### config.mk
export PLATFORM = sky130hd
export DESIGN_NAME = linear_diophantine_solver
export DESIGN_NICKNAME = d
export VERILOG_FILES = /design/src/rtl/lds_pkg.sv /design/src/rtl/linear_diophantine_solver.sv
export SDC_FILE = /design/constraint.sdc
export NUM_CORES = 2
export LEC_CHECK = 0
export CAP_MARGIN = 15
export CORE_UTILIZATION = 55
export CTS_BUF_LIST = sky130_fd_sc_hd__clkbuf_4
export CTS_CLUSTER_DIAMETER = 120
export DETAILED_ROUTE_END_ITERATION = 7
export DONT_BUFFER_PORTS = 1
export PLACE_DENSITY_LB_ADDON = 0.15
export SLEW_MARGIN = 15
export SYNTH_ARGS = -nofsm -noshare
export SYNTH_HDL_FRONTEND = slang
export SYNTH_SLANG_ARGS = --single-unit
### constraint.sdc
create_clock -name clk -period 9.2 [get_ports clk]
set_input_delay 1.84 -clock clk [delete_from_list [all_inputs] [get_ports clk]]
set_output_delay 1.84 -clock clk [all_outputs]
set_load 0.05 [all_outputs]
### src/rtl/lds_pkg.sv
// Shared types and constants for the linear diophantine solver.
// No dependencies.
`timescale 1ns / 1ps

package lds_pkg;

  // default datapath width
  localparam int WORD_BITS_DEF = 32;

  // sequencer states
  typedef enum logic [1:0] {
    ST_IDLE,
    ST_DIV,
    ST_POST,
    ST_OUT
  } state_t;

  // which pass the shared divider is serving
  typedef enum logic [2:0] {
    PH_GCD,
    PH_CCHK,
    PH_RA,
    PH_RB,
    PH_RC,
    PH_EUC,
    PH_MUL
  } phase_t;

endpackage

### src/rtl/linear_diophantine_solver.sv
// Solver for a*x + b*y = c: gcd, reduction and extended Euclid on one serial divider.
// Depends on lds_pkg.
`timescale 1ns / 1ps

// Usage:
//   Input: drive in_coef_a, in_coef_b, in_rhs_c and pulse start while busy is low;
//   the transfer takes place at that edge and busy goes high on the next cycle.
//   Output: out_valid is high for exactly one cycle with out_found and the
//   solution fields x = x_base + x_step*k, y = y_base + y_step*k. The receiver
//   cannot stall; busy drops in the cycle after out_valid.
//   Schedule: each pass of the shared restoring divider is followed by one
//   bookkeeping state. A solvable item costs (n_gcd + 4 + n_euc + 1) passes,
//   where n_gcd and n_euc are the Euclid step counts (at most about 46 each
//   for 32-bit words); an item whose gcd(a,b) does not divide c costs n_gcd + 1
//   passes; a rejected item (zero or most negative operand) skips the divider
//   and goes straight to the output state. Final products s*c' and t*c' run
//   through the same unit as a divide by one with shift-add accumulation.
//   One item is in flight at a time.
//   Reset: synchronous, active low; returns the sequencer to idle and drops
//   any item in progress.
module linear_diophantine_solver
  import lds_pkg::*;
#(
  parameter int WORD_BITS = WORD_BITS_DEF
) (
  input  logic               clk,
  input  logic               rst_n,
  input  logic               start,
  output logic               busy,
  input  logic signed [31:0] in_coef_a,
  input  logic signed [31:0] in_coef_b,
  input  logic signed [31:0] in_rhs_c,
  output logic               out_valid,
  output logic               out_found,
  output logic signed [31:0] out_x_step,
  output logic signed [31:0] out_x_base,
  output logic signed [31:0] out_y_step,
  output logic signed [31:0] out_y_base
);

  localparam int W  = WORD_BITS;
  localparam int CW = $clog2(W + 1);
  localparam logic signed [W-1:0] MINW = {1'b1, {(W-1){1'b0}}};
  localparam logic [W-1:0] ONE = W'(1);

  state_t state_r, state_nxt;
  phase_t phase_r, phase_nxt;

  // shared divider with shift-add accumulators
  logic [W-1:0]  dvd_r, dvd_nxt, dvs_r, dvs_nxt, rem_r, rem_nxt, quo_r, quo_nxt;
  logic [W-1:0]  accs_r, accs_nxt, acct_r, acct_nxt, ms_r, ms_nxt, mt_r, mt_nxt;
  logic [CW-1:0] cnt_r, cnt_nxt;

  // operand magnitudes and reduced values
  logic [W-1:0] ma_r, ma_nxt, mb_r, mb_nxt, mc_r, mc_nxt, u_r, u_nxt, v_r, v_nxt;
  logic sa_r, sa_nxt, sb_r, sb_nxt, sc_r, sc_nxt;
  logic signed [W-1:0] ar_r, ar_nxt, br_r, br_nxt, cr_r, cr_nxt;

  // extended euclid state
  logic signed [W-1:0] oldr_r, oldr_nxt, r_r, r_nxt;
  logic [W-1:0] olds_r, olds_nxt, s_r, s_nxt, oldt_r, oldt_nxt, t_r, t_nxt;

  // result registers
  logic found_r, found_nxt;
  logic signed [W-1:0] xstep_r, xstep_nxt, xbase_r, xbase_nxt;
  logic signed [W-1:0] ystep_r, ystep_nxt, ybase_r, ybase_nxt;

  // inputs at word width
  logic signed [W-1:0] a_w, b_w, c_w;
  logic [W-1:0] rem_sh, quo_neg_mag, nr_mag;
  logic ge, qneg;
  logic signed [W-1:0] nr;
  logic [W-1:0] ns, nt;

  assign a_w = W'(in_coef_a);
  assign b_w = W'(in_coef_b);
  assign c_w = W'(in_rhs_c);

  // one divider step
  assign rem_sh = {rem_r[W-2:0], dvd_r[W-1]};
  assign ge     = (rem_sh >= dvs_r);

  // euclid update from a finished pass
  assign qneg        = oldr_r[W-1] ^ r_r[W-1];
  assign quo_neg_mag = '0 - rem_r;
  assign nr_mag      = oldr_r[W-1] ? quo_neg_mag : rem_r;
  assign nr          = $signed(nr_mag);
  assign ns          = qneg ? olds_r + accs_r : olds_r - accs_r;
  assign nt          = qneg ? oldt_r + acct_r : oldt_r - acct_r;

  // state and datapath registers
  always_ff @(posedge clk) begin
    if (!rst_n) begin
      state_r <= ST_IDLE;
      phase_r <= PH_GCD;
    end else begin
      state_r <= state_nxt;
      phase_r <= phase_nxt;
    end
    dvd_r <= dvd_nxt;  dvs_r <= dvs_nxt;  rem_r <= rem_nxt;  quo_r <= quo_nxt;
    accs_r <= accs_nxt; acct_r <= acct_nxt; ms_r <= ms_nxt; mt_r <= mt_nxt;
    cnt_r <= cnt_nxt;
    ma_r <= ma_nxt; mb_r <= mb_nxt; mc_r <= mc_nxt; u_r <= u_nxt; v_r <= v_nxt;
    sa_r <= sa_nxt; sb_r <= sb_nxt; sc_r <= sc_nxt;
    ar_r <= ar_nxt; br_r <= br_nxt; cr_r <= cr_nxt;
    oldr_r <= oldr_nxt; r_r <= r_nxt;
    olds_r <= olds_nxt; s_r <= s_nxt; oldt_r <= oldt_nxt; t_r <= t_nxt;
    found_r <= found_nxt;
    xstep_r <= xstep_nxt; xbase_r <= xbase_nxt;
    ystep_r <= ystep_nxt; ybase_r <= ybase_nxt;
  end

  // sequencer
  always_comb begin
    state_nxt = state_r;  phase_nxt = phase_r;
    dvd_nxt = dvd_r;  dvs_nxt = dvs_r;  rem_nxt = rem_r;  quo_nxt = quo_r;
    accs_nxt = accs_r; acct_nxt = acct_r; ms_nxt = ms_r; mt_nxt = mt_r;
    cnt_nxt = cnt_r;
    ma_nxt = ma_r; mb_nxt = mb_r; mc_nxt = mc_r; u_nxt = u_r; v_nxt = v_r;
    sa_nxt = sa_r; sb_nxt = sb_r; sc_nxt = sc_r;
    ar_nxt = ar_r; br_nxt = br_r; cr_nxt = cr_r;
    oldr_nxt = oldr_r; r_nxt = r_r;
    olds_nxt = olds_r; s_nxt = s_r; oldt_nxt = oldt_r; t_nxt = t_r;
    found_nxt = found_r;
    xstep_nxt = xstep_r; xbase_nxt = xbase_r;
    ystep_nxt = ystep_r; ybase_nxt = ybase_r;

    // a new divider pass always starts from a clean remainder
    if (state_r != ST_DIV) begin
      rem_nxt  = '0;
      quo_nxt  = '0;
      accs_nxt = '0;
      acct_nxt = '0;
      cnt_nxt  = CW'(W);
    end

    unique case (state_r)
      ST_IDLE: begin
        if (start) begin
          sa_nxt = a_w[W-1];
          sb_nxt = b_w[W-1];
          sc_nxt = c_w[W-1];
          ma_nxt = a_w[W-1] ? W'(-a_w) : W'(a_w);
          mb_nxt = b_w[W-1] ? W'(-b_w) : W'(b_w);
          mc_nxt = c_w[W-1] ? W'(-c_w) : W'(c_w);
          if (a_w == '0 || b_w == '0 || c_w == '0 ||
              a_w == MINW || b_w == MINW || c_w == MINW) begin
            found_nxt = 1'b0;
            xstep_nxt = MINW; xbase_nxt = MINW;
            ystep_nxt = MINW; ybase_nxt = MINW;
            state_nxt = ST_OUT;
          end else begin
            // first gcd pass: |a| by |b|
            u_nxt     = a_w[W-1] ? W'(-a_w) : W'(a_w);
            v_nxt     = b_w[W-1] ? W'(-b_w) : W'(b_w);
            dvd_nxt   = a_w[W-1] ? W'(-a_w) : W'(a_w);
            dvs_nxt   = b_w[W-1] ? W'(-b_w) : W'(b_w);
            ms_nxt    = '0;
            mt_nxt    = '0;
            phase_nxt = PH_GCD;
            state_nxt = ST_DIV;
          end
        end
      end

      ST_DIV: begin
        rem_nxt  = ge ? rem_sh - dvs_r : rem_sh;
        quo_nxt  = {quo_r[W-2:0], ge};
        dvd_nxt  = {dvd_r[W-2:0], 1'b0};
        accs_nxt = {accs_r[W-2:0], 1'b0} + (ge ? ms_r : '0);
        acct_nxt = {acct_r[W-2:0], 1'b0} + (ge ? mt_r : '0);
        cnt_nxt  = cnt_r - CW'(1);
        if (cnt_r == CW'(1)) state_nxt = ST_POST;
      end

      ST_POST: begin
        state_nxt = ST_DIV;
        case (phase_r)
          PH_GCD: begin
            u_nxt = v_r;
            v_nxt = rem_r;
            if (rem_r == '0) begin
              // gcd(a,b) found in v; test whether it divides c
              dvd_nxt   = mc_r;
              dvs_nxt   = v_r;
              phase_nxt = PH_CCHK;
            end else begin
              dvd_nxt = v_r;
              dvs_nxt = rem_r;
            end
          end
          PH_CCHK: begin
            if (rem_r != '0) begin
              found_nxt = 1'b0;
              xstep_nxt = MINW; xbase_nxt = MINW;
              ystep_nxt = MINW; ybase_nxt = MINW;
              state_nxt = ST_OUT;
            end else begin
              // gcd(a,b) divides c, so it is also gcd(a,b,c)
              dvd_nxt   = ma_r;
              phase_nxt = PH_RA;
            end
          end
          PH_RA: begin
            ar_nxt    = sa_r ? $signed('0 - quo_r) : $signed(quo_r);
            dvd_nxt   = mb_r;
            phase_nxt = PH_RB;
          end
          PH_RB: begin
            br_nxt    = sb_r ? $signed('0 - quo_r) : $signed(quo_r);
            dvd_nxt   = mc_r;
            phase_nxt = PH_RC;
          end
          PH_RC: begin
            cr_nxt   = sc_r ? $signed('0 - quo_r) : $signed(quo_r);
            oldr_nxt = ar_r;
            r_nxt    = br_r;
            olds_nxt = ONE;
            s_nxt    = '0;
            oldt_nxt = '0;
            t_nxt    = ONE;
            dvd_nxt  = ar_r[W-1] ? W'(-ar_r) : W'(ar_r);
            dvs_nxt  = br_r[W-1] ? W'(-br_r) : W'(br_r);
            ms_nxt   = '0;
            mt_nxt   = ONE;
            phase_nxt = PH_EUC;
          end
          PH_EUC: begin
            oldr_nxt = r_r;
            r_nxt    = nr;
            olds_nxt = s_r;
            s_nxt    = ns;
            oldt_nxt = t_r;
            t_nxt    = nt;
            if (nr == '0) begin
              // products s*c' and t*c' as a divide by one
              dvd_nxt   = cr_r;
              dvs_nxt   = ONE;
              ms_nxt    = s_r;
              mt_nxt    = t_r;
              phase_nxt = PH_MUL;
            end else begin
              // next pass divides |r| by the magnitude of the new remainder
              dvd_nxt = r_r[W-1] ? W'(-r_r) : W'(r_r);
              dvs_nxt = rem_r;
              ms_nxt  = ns;
              mt_nxt  = nt;
            end
          end
          PH_MUL: begin
            found_nxt = 1'b1;
            xstep_nxt = br_r;
            ystep_nxt = W'(-ar_r);
            xbase_nxt = oldr_r[W-1] ? $signed('0 - accs_r) : $signed(accs_r);
            ybase_nxt = oldr_r[W-1] ? $signed('0 - acct_r) : $signed(acct_r);
            state_nxt = ST_OUT;
          end
          default: state_nxt = ST_IDLE;
        endcase
      end

      ST_OUT: state_nxt = ST_IDLE;

      default: state_nxt = ST_IDLE;
    endcase
  end

  // ports
  assign busy       = (state_r != ST_IDLE);
  assign out_valid  = (state_r == ST_OUT);
  assign out_found  = found_r;
  assign out_x_step = 32'(xstep_r);
  assign out_x_base = 32'(xbase_r);
  assign out_y_step = 32'(ystep_r);
  assign out_y_base = 32'(ybase_r);

endmodule

==> metrics.cfg <==
[outcome]
status=completed

[floorplan]
die_w_um=294
initial_utilization_pct=55.7
rows=106
die_height_um=294
die_area_mm2=0.0862
core_area_mm2=0.0840
num_io_pins=230

[timing]
skew_ps=81.9
worstMarginPinSlew_ps=1190
fin_crit_ps=6870
rsz0062_at_grt=no
setup_tns_ps=0
max_slew_margin_pct=19.8
final-hold-violation-count=0
final_max_slew_viol_count=0
setup_violations=0
post-route-period-util_pct=74.6
fmax_mhz=146

[worst_setup_path]
cp-end-kind=register
r2r_slack_ps=2330
worst_ep_arrival_time_ps=7870
reg2reg_to=acct_r[24]
cp_max_fo=57
startpoint_type=register
r2r_cells=20
r2r-start=rem_r[16]
worstSetupPathType=register to register
required_ps=10200

[detailed_routing]
vias_per_cell=6.12
drtAntennaViolNets=0
vias=36509
wl_um=143000
first_pass_iters=6
remaining_drc_errors=0
wl_per_cell_um=23.9
drt_iter0_markers=3623

[final_layout]
nNetsFinal=4930
final_cell_mix=645 x edfxtp_1, 534 x nand2_1, 374 x o21ai_0
fillCellCount=7319
stdcell_area_mm2=0.0504
final_common_cell=edfxtp_1
area_growth_pct=7.74
drive_gt1_share_pct=10.1

[power]
finalPower_mw=10.2
peakVddDrop_mv=0.262
pwr_density_cell_mw_per_mm2=202
p_leak_nw=19.3

[place]
post_dp_cell_area_mm2=0.0476
io_buffers=0
dp_hpwl_um=102000
globalplace.congestion=0.976

[clocking]
clkSlewWorstSetupHoldPaths_ps=70
cts_hold_buf=0
htree_levels=4
clock_path_buffers=3
post_cts_resized=0
postCtsSetupBuffers=0
cts_sinks=784
tritoncts=done
insertion_delay_ps=1170
clock-root-buffer=clkbuf_4
cts_made_buffers=204

[global_routing]
grt_start_max_net_pins=112
grt_pass1_wl_um=212000
grt-ovfl-total=0
groute.usage.overall_pct=32.8
grt_pass1_vias=35037
antenna_found_initial=3

[min_path]
worstHoldPathCells=1
hold_path.class=register to register
whs_endpoint=accs_r[0]
worstHoldStart=ms_r[0]

[logic_synthesis]
muxShareOfSynthArea_pct=2.20
synth_fa_ha_area_share_pct=4.82
synth-simple-area-share_pct=16.8
ys.flop_type=edfxtp_1
seq_area_frac_synth_pct=47.4
synth_xor_area_share_pct=10.7
synth.avg_cell_area_um2=10.0
yosysWarnings=0
synth_compound_area_share_pct=14.8
syn_area_mm2=0.0468
syn_inst=4675
ys_seq_elements=784
syn_nets=4951
synth_cell_types=86
ys_async_sr_fraction_pct=0
synth_top_family_by_area=simple AND/OR/NAND/NOR gates
synth_edf_count=645

[job]
maxCapViolCount=0

worst max-delay path: stages (launching register included):
cell and delay (ps):
dfxtp_1 670, ha_1 380, a21o_1 260, nand2_1 110, a21oi_1 80, o41ai_1 460
o211ai_1 260, a31oi_1 370, a21o_4 570, nor2b_1 170, ha_1 310, a21o_1 150
a21oi_1 260, o21ai_0 190, a2111oi_0 680, nor3_1 250, a21oi_1 450, o21ai_0 250
a31o_2 310, a2111oi_0 400, nor3_1 90
report_power, final:
group          internal (mW)  switching (mW)  total, mW
Clock                   1.60            1.56       3.16
Combinational          0.683            1.51       2.19
Sequential              4.44           0.364       4.80
layout make-up:
| cell class | count | area [um2] | area share (%) |
|---|---|---|---|
| diodes | 3 | 7.51 | 0.0149 |
| clock buffers | 313 | 2350 | 4.66 |
| multi-input cells | 3506 | 23200 | 46.1 |
| flip-flops and latches | 784 | 22200 | 44.0 |
| inverters | 106 | 405 | 0.804 |
| well taps | 1134 | 1420 | 2.82 |
| clock inverters | 72 | 403 | 0.799 |
| repair buffers | 52 | 443 | 0.879 |
cells in the mapped netlist (31+ instances only):
cell / n / area, um2
a21o_1: 77 / 578
a21oi_1: 173 / 866
a22o_1: 35 / 307
a31oi_1: 40 / 250
and2_1: 155 / 970
and3_1: 101 / 632
clkbuf_1: 236 / 886
dfxtp_1: 139 / 2780
edfxtp_1: 645 / 19400
ha_1: 172 / 2150
inv_1: 103 / 387
mux2_2: 35 / 394
mux2i_1: 61 / 611
nand2_1: 535 / 2010
nand2b_1: 35 / 219
nand3_1: 49 / 245
nor2_1: 296 / 1110
nor2b_1: 94 / 588
nor3_1: 61 / 305
nor4_1: 31 / 194
o21ai_0: 374 / 1870
o31ai_1: 94 / 706
o41ai_1: 31 / 272
or3_1: 89 / 557
or4_1: 56 / 420
xnor2_1: 362 / 3170
xor2_1: 211 / 1850
per-stage QoR:
step	util (%)	cells	setup slack [ps]	hold WS [ps]
final	60.0	5970	2330	450
after floorplan	-	4675	1080	420
after CTS	60.0	5965	2460	453
after detailed placement	56.7	5580	2470	425
after global routing	60.0	5968	1720	478
after global placement	56.7	5580	2540	424
worst max-delay path by stage:
stage | slack, ps | to | start
after floorplan | 1080 | ms_r[0] | start
after global placement | 2540 | acct_r[24] | rem_r[4]
after detailed placement | 2470 | acct_r[24] | rem_r[4]
after CTS | 2460 | acct_r[24] | rem_r[4]
after global routing | 1720 | acct_r[24] | rem_r[4]
final | 2330 | acct_r[24] | rem_r[16]
routing by layer:
metal  global-route usage (%)  routed length [um]  share of wire (%)
met3                     6.29               11300                7.9
met1                     41.2               56300                 40
met5                        0                   0                  0
met2                     52.0               65400                 46
met4                     20.9                9510                6.7
cell families (layout without fill, tap and decap cells):
family                     count (synthesis)  count (layout)
muxes                                     98              98
and+or+nand+nor                         1587            1587
xor gates and xnor gates                 573             573
AOI/OAI and AO/OA                       1071            1071
DFF                                      784             784
adders and majority gates                177             177
other                                      0               3
buffers and inverters                    385             543
No activity file was read; power rests on OpenSTA's default activity.
